==> src/hw/rtl/bptc_pkg.sv <==
// Shared types and constants for the barometric pressure/temperature compensation block.
// Depends on nothing; used by bptc_front, bptc_press and the top level.
package bptc_pkg;

  // Raw converter code width; both codes are masked to this many low bits
  localparam int ADC_WIDTH = 24;
  localparam logic [23:0] ADC_MASK = 24'((25'd1 << ADC_WIDTH) - 25'd1);

  localparam logic signed [18:0] TEMP_BASE = 19'sd2000;
  localparam logic signed [25:0] P_MAX = 26'sd4194303;
  localparam logic signed [25:0] P_MIN = -26'sd4194304;

  // Configuration register indexes
  typedef enum logic [2:0] {
    REG_C1 = 3'd0,
    REG_C2 = 3'd1,
    REG_C3 = 3'd2,
    REG_C4 = 3'd3,
    REG_C5 = 3'd4,
    REG_C6 = 3'd5
  } reg_idx_t;

  // Factory calibration words
  typedef struct packed {
    logic [15:0] c1;
    logic [15:0] c2;
    logic [15:0] c3;
    logic [15:0] c4;
    logic [15:0] c5;
    logic [15:0] c6;
  } calib_t;

  // Item handed from the temperature front end to the pressure back end
  typedef struct packed {
    logic [23:0]        d1;
    logic signed [24:0] dt;
    logic signed [18:0] temp;
    logic signed [37:0] off;
    logic signed [35:0] sens;
  } front_t;

  // Compensated result
  typedef struct packed {
    logic               clipped;
    logic signed [24:0] dt;
    logic signed [22:0] pressure;
    logic signed [18:0] temp;
  } result_t;

endpackage

==> src/hw/rtl/bptc_press.sv <==
// Back end: P = (D1*SENS/2^21 - OFF)/2^15 with saturation, three register stages.
// Depends on bptc_pkg.
module bptc_press import bptc_pkg::*; (
  input  logic    clk,
  input  logic    rst,
  input  logic    in_valid,
  output logic    in_ready,
  input  front_t  in_item,
  output logic    out_valid,
  input  logic    out_ready,
  output result_t out_item
);

  logic v4, v5, v6;
  logic en4, en5, en6;

  // stage 4 registers: split product D1 * SENS
  logic [40:0]        s4_lo;
  logic signed [43:0] s4_hi;
  logic signed [37:0] s4_off;
  logic signed [24:0] s4_dt;
  logic signed [18:0] s4_temp;
  // stage 5 registers
  logic signed [39:0] s5_q;
  logic signed [37:0] s5_off;
  logic signed [24:0] s5_dt;
  logic signed [18:0] s5_temp;
  // stage 6 register
  result_t            s6;

  logic [40:0]        lo_next;
  logic signed [43:0] hi_next;
  logic signed [59:0] prod, sh_q, q_w;
  logic signed [40:0] diff, sh_p, p_w;
  logic signed [25:0] p26;
  logic signed [22:0] p_sat;
  logic               clip;

  assign en6      = !v6 || out_ready;
  assign en5      = !v5 || en6;
  assign en4      = !v4 || en5;
  assign in_ready = en4;

  always_ff @(posedge clk) begin
    if (rst) begin
      v4 <= 1'b0;
      v5 <= 1'b0;
      v6 <= 1'b0;
    end else begin
      if (en4) v4 <= in_valid;
      if (en5) v5 <= v4;
      if (en6) v6 <= v5;
    end
  end

  // stage 4: partial products on the low 17 and high 19 bits of SENS
  always_comb begin
    lo_next = in_item.d1 * in_item.sens[16:0];
    hi_next = $signed({1'b0, in_item.d1}) * $signed(in_item.sens[35:17]);
  end

  always_ff @(posedge clk) begin
    if (en4) begin
      s4_lo   <= lo_next;
      s4_hi   <= hi_next;
      s4_off  <= in_item.off;
      s4_dt   <= in_item.dt;
      s4_temp <= in_item.temp;
    end
  end

  // stage 5: merge partials, divide by 2^21 toward zero
  always_comb begin
    prod = (60'(s4_hi) <<< 17) + $signed({19'b0, s4_lo});
    sh_q = prod >>> 21;
    q_w  = sh_q + {59'b0, prod[59] && (|prod[20:0])};
  end

  always_ff @(posedge clk) begin
    if (en5) begin
      s5_q    <= 40'(q_w);
      s5_off  <= s4_off;
      s5_dt   <= s4_dt;
      s5_temp <= s4_temp;
    end
  end

  // stage 6: subtract offset, divide by 2^15 toward zero, saturate
  always_comb begin
    diff = 41'(s5_q) - 41'(s5_off);
    sh_p = diff >>> 15;
    p_w  = sh_p + {40'b0, diff[40] && (|diff[14:0])};
    p26  = 26'(p_w);
    clip = 1'b1;
    if (p26 > P_MAX) begin
      p_sat = 23'(P_MAX);
    end else if (p26 < P_MIN) begin
      p_sat = 23'(P_MIN);
    end else begin
      p_sat = 23'(p26);
      clip  = 1'b0;
    end
  end

  always_ff @(posedge clk) begin
    if (en6) begin
      s6.temp     <= s5_temp;
      s6.pressure <= p_sat;
      s6.dt       <= s5_dt;
      s6.clipped  <= clip;
    end
  end

  assign out_valid = v6;
  assign out_item  = s6;

endmodule
==> config.mk <==
export PLATFORM = sky130hd
export DESIGN_NAME = bptc_press
export DESIGN_NICKNAME = d
export VERILOG_FILES = /design/src/hw/rtl/bptc_pkg.sv /design/src/hw/rtl/bptc_press.sv
export SDC_FILE = /design/constraint.sdc
export NUM_CORES = 2
export LEC_CHECK = 0
export BUFFER_PORTS_ARGS = -buffer_cell sky130_fd_sc_hd__buf_2
export CAP_MARGIN = 20
export CORE_ASPECT_RATIO = 0.6
export CORE_UTILIZATION = 58
export CTS_BUF_LIST = sky130_fd_sc_hd__clkbuf_16
export CTS_CLUSTER_DIAMETER = 120
export DETAILED_ROUTE_END_ITERATION = 10
export PLACE_DENSITY = 0.79
export REMOVE_ABC_BUFFERS = 1
export SYNTH_ARGS = -nofsm -noshare
export SYNTH_HDL_FRONTEND = slang
export SYNTH_SLANG_ARGS = --single-unit
==> constraint.sdc <==
create_clock -name clk -period 8.2 [get_ports clk]
set_input_delay 1.23 -clock clk [delete_from_list [all_inputs] [get_ports clk]]
set_output_delay 1.23 -clock clk [all_outputs]
set_load 0.05 [all_outputs]
==> results.json <==
{
  "outcome": "finished, final reports clean",
  "fin_area_um2": 48800,
  "finClkSkew_ns": 0.0199,
  "worstSetupPathType": "input pin to flop",
  "synth_enable_flop_cells": 356,
  "postCtsSetupRepairBufs": 0,
  "regToRegStartpoint": "s4_lo[17]",
  "stdcell_count": 5711,
  "slowest_delay_ns": 0.55,
  "fp.coreArea_um2": 75600,
  "ys_warn_count": 0,
  "htree_levels": 2,
  "place_area_um2": 47600,
  "fin_util_pct": 64.5,
  "nets": 5877,
  "grt_max_degree": 65,
  "drc": 0,
  "avgSynthCellArea_um2": 10.0,
  "reg2reg_to": "s5_q[38]",
  "ys_types": 77,
  "cts_tree": "done",
  "num_vias": 32200,
  "synthFlopType": "edfxtp_1",
  "synthCells": 4422,
  "maxCapViolations": 0,
  "root_buffer": "clkbuf_16",
  "cp.arrival_ns": 8.16,
  "portBuffers": 215,
  "use_met2_pct": 42.5,
  "critPathLaunch": "in_item[132]",
  "crit_path_top_delay_cell": "fa_1",
  "period_needed_ns": 7.88,
  "fin_crit_sh_pct": 96.1,
  "crit_path_end": "s4_lo[40]",
  "clockBufferDepth": 3,
  "start_kind": "input pin",
  "rsz0062_at_grt": "false",
  "async_reset_ff_share_pct": 0,
  "dp_hpwl_um": 92800,
  "clock_latency_ns": 0.53,
  "finalHoldViolCount": 0,
  "grt_pass1_wl_um": 183000,
  "grt_util_met3_pct": 8.37,
  "ios": 216,
  "worstMarginPinSlew_ns": 0.949,
  "drive_gt1_share_pct": 10.8,
  "syn2layout_area_growth_pct": 10.0,
  "grt.met1_usage_pct": 46.3,
  "ff2ff_path_depth": 24,
  "start_util_pct": 58.6,
  "whs_ns": 0.415,
  "synth_area_um2": 44400,
  "grt_pass1_vias": 33400,
  "dr.pass1.iters": 6,
  "cts_inserted_buffers": 37,
  "cts_num_sinks": 359,
  "track_usage_pct": 29.9,
  "final_cell_mix": "862 x inv_1, 704 x fa_1, 602 x nand2_1",
  "grt_overflow_total": 0,
  "cp_data_required_time_ns": 8.48,
  "fmax_mhz": 127,
  "layout_commonest_cell": "inv_1",
  "die_x_um": 359,
  "dieHeight_um": 216,
  "end_kind": "flop",
  "antenna_left": 0,
  "grt-busiest-layer": "met1",
  "gp_congestion": 0.932,
  "placedCellCount": 5638,
  "row_count": 78,
  "antenna_found_initial": 8,
  "worstPathMaxFanout": 21,
  "setup_viol": 0,
  "dieArea_um2": 77600,
  "yosysSeqAreaShare_pct": 24.2,
  "viasPerCell": 5.64,
  "drt-total-wl_um": 113000,
  "slew_headroom_pct": 34.9,
  "synth-seq-cells": 359,
  "drv_slew": 0,
  "reg2reg_slack_ns": 1.41,
  "crit_top_cell": "fa_1",
  "drt_iter0_drc": 3235,
  "wl_per_cell_um": 19.8,
  "hold_class": "flop to flop",
  "clk_pin_slew_ns": 0.07
}
cells by family after synthesis:
kind of cell	Yosys count	share of synthesized area, %
buffers and inverters	1050	8.95
flip-flops	359	24.2
multiplexers	6	0.135
XOR/XNOR	197	3.89
AND/OR/NAND/NOR	1306	14.4
AO/OA/AOI/OAI	451	6.80
adder cells (fa/ha/maj)	1053	41.6
sequential cells by signal, summed over array words and instances (netlist names):
register	count
out_item	68
s4_hi	43
s4_lo	41
s5_q	40
s4_off	38
s5_off	38
s4_dt	25
s5_dt	25
s4_temp	19
s5_temp	19
out_valid	1
v4	1
v5	1
timing repair:
item | in CTS | in global routing
setup endpoints to repair | 0 | 1
resized for setup | 0 | 2
hold buffers | 0 | 0
worst min path at each step:
stage | startpoint | endpoint | slack, ns | cells past startpoint
finish | s4_dt[17] | s5_dt[17] | 0.41 | 0
global route | s4_off[28] | s5_off[28] | 0.42 | 0
CTS | s5_temp[15] | out_item[15] | 0.42 | 0
detailed placement | s5_temp[2] | out_item[2] | 0.40 | 0
global placement | s4_off[16] | s5_off[16] | 0.40 | 0
floorplan | s5_temp[0] | out_item[0] | 0.40 | 0
stage by stage:
| step | worst slack, ns | TNS, ns |
|---|---|---|
| 2_1_floorplan | 0.578 | 0 |
| 3_3_place_gp | -0.0110 | -0.0110 |
| 3_5_place_dp | -0.115 | -0.313 |
| 4_1_cts | 0.414 | 0 |
| 5_1_grt | 0.0140 | 0 |
| 6_report | 0.318 | 0 |
cell type report:
class                   instances  area (um2)
multi-input cells            3013       29600
fillers                      5827       26800
flip-flops and latches        359       10800
inverters                     854        3210
repair buffers                413        2740
well taps                    1000        1250
clock buffers                  37         926
clock inverters                29         246
diodes                          6        15.0
Yosys cell counts (4+ instances only):
library cell,instances,area (um2)
clkbuf_1,186,698
nor2_1,105,394
a21o_1,78,586
a41oi_1,6,52.6
a311o_1,4,40.0
a31oi_1,21,131
nor4_1,14,87.6
a21oi_2,20,175
o21a_1,19,143
nor2b_1,33,206
buf_2,6,30.0
xnor2_1,128,1120
nor3_1,32,160
a31o_2,5,43.8
inv_1,854,3210
nand3_1,51,255
and4_1,8,70.1
o21ai_0,66,330
o21bai_1,14,105
o31a_1,7,61.3
ha_1,349,4370
or3_1,11,68.8
a21boi_0,7,52.6
nand2b_1,32,200
nand2_1,603,2260
and2_1,334,2090
nand4_1,21,131
nor3b_1,8,60.1
o31ai_1,11,82.6
nand3b_1,4,30.0
a21oi_1,123,616
o2111ai_1,7,61.3
xor2_1,69,604
a211oi_1,15,113
and3_1,28,175
o211ai_1,10,75.1
o41ai_1,5,43.8
or2_2,8,50.1
mux2i_1,6,60.1
edfxtp_1,356,10700
fa_1,704,14100
routing by layer:
| metal | share of wire (%) | routed length (um) |
|---|---|---|
| met5 | 0.0089 | 10 |
| met4 | 1.4 | 1580 |
| met3 | 13 | 14600 |
| met2 | 41 | 46100 |
| met1 | 45 | 50500 |
critical path, delay by kind of cell:
kind / cells / cell delay, ns
adder cells (fa/ha/maj): 7 / 3.19
buffers and inverters: 6 / 1.06
AO/OA/AOI/OAI: 10 / 2.06
XOR/XNOR: 1 / 0.08
AND/OR/NAND/NOR: 2 / 0.55
Power is left out: the tool's default activity adds up to more than one toggle a clock period on the data nets, which glitch-free logic cannot reach.
