## config.mk

```make
export PLATFORM = sky130hd
export DESIGN_NAME = bptc_front
export DESIGN_NICKNAME = d
export VERILOG_FILES = /design/src/hw/rtl/bptc_pkg.sv /design/src/hw/rtl/bptc_front.sv
export SDC_FILE = /design/constraint.sdc
export NUM_CORES = 2
export LEC_CHECK = 0
export BUFFER_PORTS_ARGS = -buffer_cell sky130_fd_sc_hd__buf_4
export CAP_MARGIN = 25
export CORE_MARGIN = 8
export CORE_UTILIZATION = 55
export DETAILED_ROUTE_END_ITERATION = 10
export PLACE_DENSITY = 0.73
export SETUP_SLACK_MARGIN = 0.2
export SYNTH_ARGS = -nofsm -noshare
export SYNTH_HDL_FRONTEND = slang
export SYNTH_SLANG_ARGS = --single-unit
```

## constraint.sdc

```tcl
create_clock -name clk -period 11.8 [get_ports clk]
set_clock_uncertainty 0.15 [all_clocks]
set_input_delay 2.36 -clock clk [delete_from_list [all_inputs] [get_ports clk]]
set_output_delay 2.36 -clock clk [all_outputs]
set_load 0.03 [all_outputs]
```

## src/hw/rtl/bptc_pkg.sv

```systemverilog
// Shared types and constants for the barometric pressure/temperature compensation block.
// Depends on nothing; used by bptc_front, bptc_press and the top level.
package bptc_pkg;

  // Raw converter code width; both codes are masked to this many low bits
  localparam int ADC_WIDTH = 24;
  localparam logic [23:0] ADC_MASK = 24'((25'd1 << ADC_WIDTH) - 25'd1);

  localparam logic signed [18:0] TEMP_BASE = 19'sd2000;
  localparam logic signed [25:0] P_MAX = 26'sd4194303;
  localparam logic signed [25:0] P_MIN = -26'sd4194304;

  // Configuration register indexes
  typedef enum logic [2:0] {
    REG_C1 = 3'd0,
    REG_C2 = 3'd1,
    REG_C3 = 3'd2,
    REG_C4 = 3'd3,
    REG_C5 = 3'd4,
    REG_C6 = 3'd5
  } reg_idx_t;

  // Factory calibration words
  typedef struct packed {
    logic [15:0] c1;
    logic [15:0] c2;
    logic [15:0] c3;
    logic [15:0] c4;
    logic [15:0] c5;
    logic [15:0] c6;
  } calib_t;

  // Item handed from the temperature front end to the pressure back end
  typedef struct packed {
    logic [23:0]        d1;
    logic signed [24:0] dt;
    logic signed [18:0] temp;
    logic signed [37:0] off;
    logic signed [35:0] sens;
  } front_t;

  // Compensated result
  typedef struct packed {
    logic               clipped;
    logic signed [24:0] dt;
    logic signed [22:0] pressure;
    logic signed [18:0] temp;
  } result_t;

endpackage

```

## src/hw/rtl/bptc_front.sv

```systemverilog
// Front end: dT, temperature, OFF and SENS in three register stages.
// Depends on bptc_pkg.
module bptc_front import bptc_pkg::*; (
  input  logic        clk,
  input  logic        rst,
  input  calib_t      cal,
  input  logic        in_valid,
  output logic        in_ready,
  input  logic [23:0] temp_code,
  input  logic [23:0] press_code,
  output logic        out_valid,
  input  logic        out_ready,
  output front_t      out_item
);

  logic v1, v2, v3;
  logic en1, en2, en3;

  // stage 1 registers
  logic [23:0]        s1_d1;
  logic signed [24:0] s1_dt;
  // stage 2 registers
  logic [23:0]        s2_d1;
  logic signed [24:0] s2_dt;
  logic signed [41:0] s2_pt, s2_po, s2_ps;
  // stage 3 registers
  front_t             s3;

  logic [23:0]        d2m;
  logic signed [24:0] dt_next;
  logic signed [41:0] pt_next, po_next, ps_next;
  logic signed [41:0] sh_t, sh_o, sh_s;
  logic signed [41:0] q_t, q_o, q_s;
  logic signed [41:0] off_w, sens_w;

  // stall chain: a stage loads when empty or when its successor moves
  assign en3      = !v3 || out_ready;
  assign en2      = !v2 || en3;
  assign en1      = !v1 || en2;
  assign in_ready = en1;

  always_ff @(posedge clk) begin
    if (rst) begin
      v1 <= 1'b0;
      v2 <= 1'b0;
      v3 <= 1'b0;
    end else begin
      if (en1) v1 <= in_valid;
      if (en2) v2 <= v1;
      if (en3) v3 <= v2;
    end
  end

  // stage 1: dT = D2 - C5*256
  always_comb begin
    d2m     = temp_code & ADC_MASK;
    dt_next = $signed({1'b0, d2m}) - $signed({1'b0, cal.c5, 8'b0});
  end

  always_ff @(posedge clk) begin
    if (en1) begin
      s1_d1 <= press_code & ADC_MASK;
      s1_dt <= dt_next;
    end
  end

  // stage 2: the three coefficient products
  always_comb begin
    pt_next = s1_dt * $signed({1'b0, cal.c6});
    po_next = s1_dt * $signed({1'b0, cal.c4});
    ps_next = s1_dt * $signed({1'b0, cal.c3});
  end

  always_ff @(posedge clk) begin
    if (en2) begin
      s2_d1 <= s1_d1;
      s2_dt <= s1_dt;
      s2_pt <= pt_next;
      s2_po <= po_next;
      s2_ps <= ps_next;
    end
  end

  // stage 3: divides truncate toward zero (floor plus one when negative with a remainder)
  always_comb begin
    sh_t   = s2_pt >>> 23;
    sh_o   = s2_po >>> 6;
    sh_s   = s2_ps >>> 7;
    q_t    = sh_t + {41'b0, s2_pt[41] && (|s2_pt[22:0])};
    q_o    = sh_o + {41'b0, s2_po[41] && (|s2_po[5:0])};
    q_s    = sh_s + {41'b0, s2_ps[41] && (|s2_ps[6:0])};
    off_w  = q_o + 42'($signed({1'b0, cal.c2, 17'b0}));
    sens_w = q_s + 42'($signed({1'b0, cal.c1, 16'b0}));
  end

  always_ff @(posedge clk) begin
    if (en3) begin
      s3.d1   <= s2_d1;
      s3.dt   <= s2_dt;
      s3.temp <= 19'(q_t) + TEMP_BASE;
      s3.off  <= 38'(off_w);
      s3.sens <= 36'(sens_w);
    end
  end

  assign out_valid = v3;
  assign out_item  = s3;

endmodule

```

==> results.md <==
* Die Ht at approximately 340 um
* Part of the cycle the worst path needs at around three quarters
* Leading post-synthesis cells by cell area: fa_1 (41%), edfxtp_1 (19%), inv_1 (9.7%)
* Xor/xnor cell area share of the yosys netlist at 3.14%
* Path category of the worst min-delay check: reg -> reg
* Fmax at ~110 MHz
* Final critical-path required period at 8730 ps
* Setup Crit Path Kind: in -> reg
* Max Used Layer: met5
* Setup-violating endpoint count in the final report at 0
* Most used standard cell by instance count after synthesis: inv_1
* Routed length on met1 at 51500 um
* Gp weighted congestion at 0.885
* Clk pin slew, worst setup/hold paths at 60 ps
* Cell-by-cell listing of the critical path: buf_4 -> nand2_1 -> fa_1 -> inv_1 -> fa_1 -> fa_1 -> fa_1 -> fa_1 -> inv_1 -> fa_1 -> inv_1 -> ha_1 -> a21o_1 -> a21o_1 -> a221o_1 -> and3_1 -> a311o_1 -> a221o_1 -> a31oi_1 -> nand3b_1 -> a2111oi_0 -> nand3b_1
* Total area of multi-input combinational cells at 0.0402 mm^2
* Count of hold buffers inserted by post-cts repair at 0
* DRC Markers at 0
* Floorplan die area at roughly 0.12 mm^2
* Via count of the first global-routing pass at about 44000
* Antenna Violating Nets Remaining at 0
* Number of sinks handled by clock tree synthesis at approximately 370
* Worst path bufs/invs at 4
* Initial Utilization at 55.1%
* Total routed wirelength at 132000 um
* Num rows at between 100 and 150
* Startpoint types: input pin
* Largest stage delay on the critical path at 580 ps
* First-pass GRT wire length at ~220000 um
* Total clock buffers created by CTS at 41
* Buffer type at the clock tree root: clkbuf_16
* Largest buffer count on any clock path at 3
* TritonRoute pass-1 iters at 6
* Relative max-transition margin at between 30% and 40%
* Number of vias in the routed layout at between 30000 and 40000
* Count of distinct cell types in the synthesized netlist at 70
* Number of DRC violations after detailed-routing iteration 0 at 2307
* Worst Tran Pin Value at around 930 ps
* Width of the die at roughly 340 um
* Number of flip-flops and latches in the synthesized netlist at 369
* Cell with the biggest individual delay on the critical path: fa_1
* Top_reg_cell synth: edfxtp_1
* Clock latency of the later-clocked register in the worst-skew pair at 620 ps
* Total overflow reported by the global router at 0
* Number of setup buffers added after CTS at 0
* Post-layout nets at ~7700
* GR Util All Layers at 23.6%
* Antenna violations before repair at 6
* Post-synthesis async set-or-reset flop share at 0%
* Final slew viol count at 0
* Gate family responsible for the most delay along the worst path: adder cells
* Arrival @ worst endpoint at ~9100 ps
* Simple-Gate Fraction of Synth Area at 13.4%
* Maximum number of pins on one net before global-route repair at 89
* CTS tree: done
* Maximum level of the CTS H-tree at 2
* Final Hold Viols at 0
* Number of I/O pins at 292
* Post-synthesis instance area at between 0.05 and 0.06 mm^2
* Number of gates given a new drive strength after cts at 0
* Type of destination of the critical path: register
* Post-synthesis compound-gate area fraction at roughly 4.6%
* Share of the yosys chip area belonging to registers at 19.1%
* Area leader, netlist: fa_1
* Port-buffer cells at between 200 and 300
* Outcome: completed
* Main combinational cell family by area after synthesis: adder cells
* Synthesized netlist net count at 7542
* Share of post-route cells with drive strength above 1 at 6.78%
* Met3 wire len at 9560 um
* CP most frequent cell: fa_1
* EDFF count, synth at 366
* Detailed route wirelength on metal2 at 67000 um
* Avg Inst Size Synth at 9.87 um^2
* Core region area at about 0.10 mm^2
* Data required, critical path at approximately 12000 ps
* Half-perimeter wire length of the detailed placement result at between 100000 and 150000 um
* Total area of sequential cells at 0.0111 mm^2
* Number of vias per cell after detailed routing at 5.29
* Fill cell count at 8962
* Adder-Cell Fraction of Synth Area at 48.5%
* Count of synthesis-stage warnings from yosys at 0
* Area added between synthesis and finish at 8.04%
* Total negative slack for setup checks at 0 ps
* Critical Path Fanout Max at 25
* Synthesized netlist cell count at 5857
* Total of max-cap violations at 0
* Area share of the largest cell type after synthesis at a little over 40%
* Ranking of synthesized cells by instance count: inv_1 (1493), fa_1 (1174), nand2_1 (808)
* Portion of netlist area occupied by mux cells at less than 1%
* Unrepaired setup endpoints after global routing: no
* Routed WL per cell at 17.9 um
## stage by stage
stage / instances / setup WS (ps) / util, % / instance area [um^2] / hold WS [ps]
finish: 7410 / 3070 / 59.6 / 62500 / 261
global route: 7408 / 2740 / 59.6 / 62400 / 271
CTS: 7405 / 3200 / 59.5 / 62400 / 264
detailed placement: 7332 / 2560 / 58.3 / 61100 / 255
global placement: 7332 / 2630 / 58.3 / 61100 / 250
floorplan: 5857 / 2780 / - / 57800 / 250
## cells by family (layout without fill, tap and decap cells)
group                      after synthesis  in the layout
buffers and inverters                 1737           1895
and+or+nand+nor                       1607           1607
muxes                                    1              1
AOI/OAI and AO/OA                      399            399
other                                    0              4
DFF                                    369            369
adders and majority gates             1537           1537
xor gates and xnor gates               207            207
## layer usage
metal  vias up  global-route usage [%]
li1      17700                       -
met1     19900                    29.5
met2      1348                    41.7
met3       281                    4.32
met4         4                    7.37
met5         -                       0
## state kept, by name, indices dropped and copies added, names as in the netlist
name       cells
out_item     142
s2_po         42
s2_ps         42
s2_pt         42
s1_dt         25
s2_dt         25
s1_d1         24
s2_d1         24
out_valid      1
v1             1
v2             1
## final timing paths
kind | from | endpoint | slack, ps | depth (start not counted)
max | cal[56] | s2_ps[39] | 3070 | 22
max reg2reg | s1_dt[12] | s2_ps[39] | 4110 | 23
min reg2reg | s2_dt[8] | out_item[101] | 260 | 0
min | s2_dt[8] | out_item[101] | 260 | 0
## cell type report
type / count / area share [%]
diodes: 4 / 0.0160
multi-input cells: 3751 / 64.4
repair buffers: 329 / 3.99
clock buffers: 47 / 1.68
clock inverters: 26 / 0.413
well taps: 1391 / 2.79
flip-flops and latches: 369 / 17.7
inverters: 1493 / 8.99
## cell usage in the layout, fill, tap and decap left out, drive strengths merged, types with 4 or more instances in the layout
| cell type | n |
|---|---|
| o21a | 22 |
| a21oi | 124 |
| or2 | 9 |
| a211o | 6 |
| a2111oi | 5 |
| xor2 | 55 |
| a31o | 4 |
| a21boi | 8 |
| clkinv | 20 |
| clkbuf | 47 |
| o311ai | 4 |
| nand4 | 20 |
| a41oi | 4 |
| nor4 | 12 |
| a31oi | 14 |
| diode | 4 |
| a211oi | 11 |
| ha | 363 |
| nand2 | 808 |
| xnor2 | 152 |
| nand2b | 20 |
| buf | 329 |
| a221o | 4 |
| fa | 1174 |
| o211ai | 11 |
| o21bai | 12 |
| o31ai | 5 |
| a21o | 69 |
| inv | 1496 |
| nand3 | 46 |
| and3 | 23 |
| and4 | 6 |
| and2 | 493 |
| nor2b | 24 |
| nor3 | 29 |
| o21ai | 63 |
| or3 | 5 |
| nor2 | 99 |
| or4 | 4 |
| edfxtp | 366 |
Power is left out: the tool's default activity adds up to more than one toggle a clock period on the data nets, which glitch-free logic cannot reach.
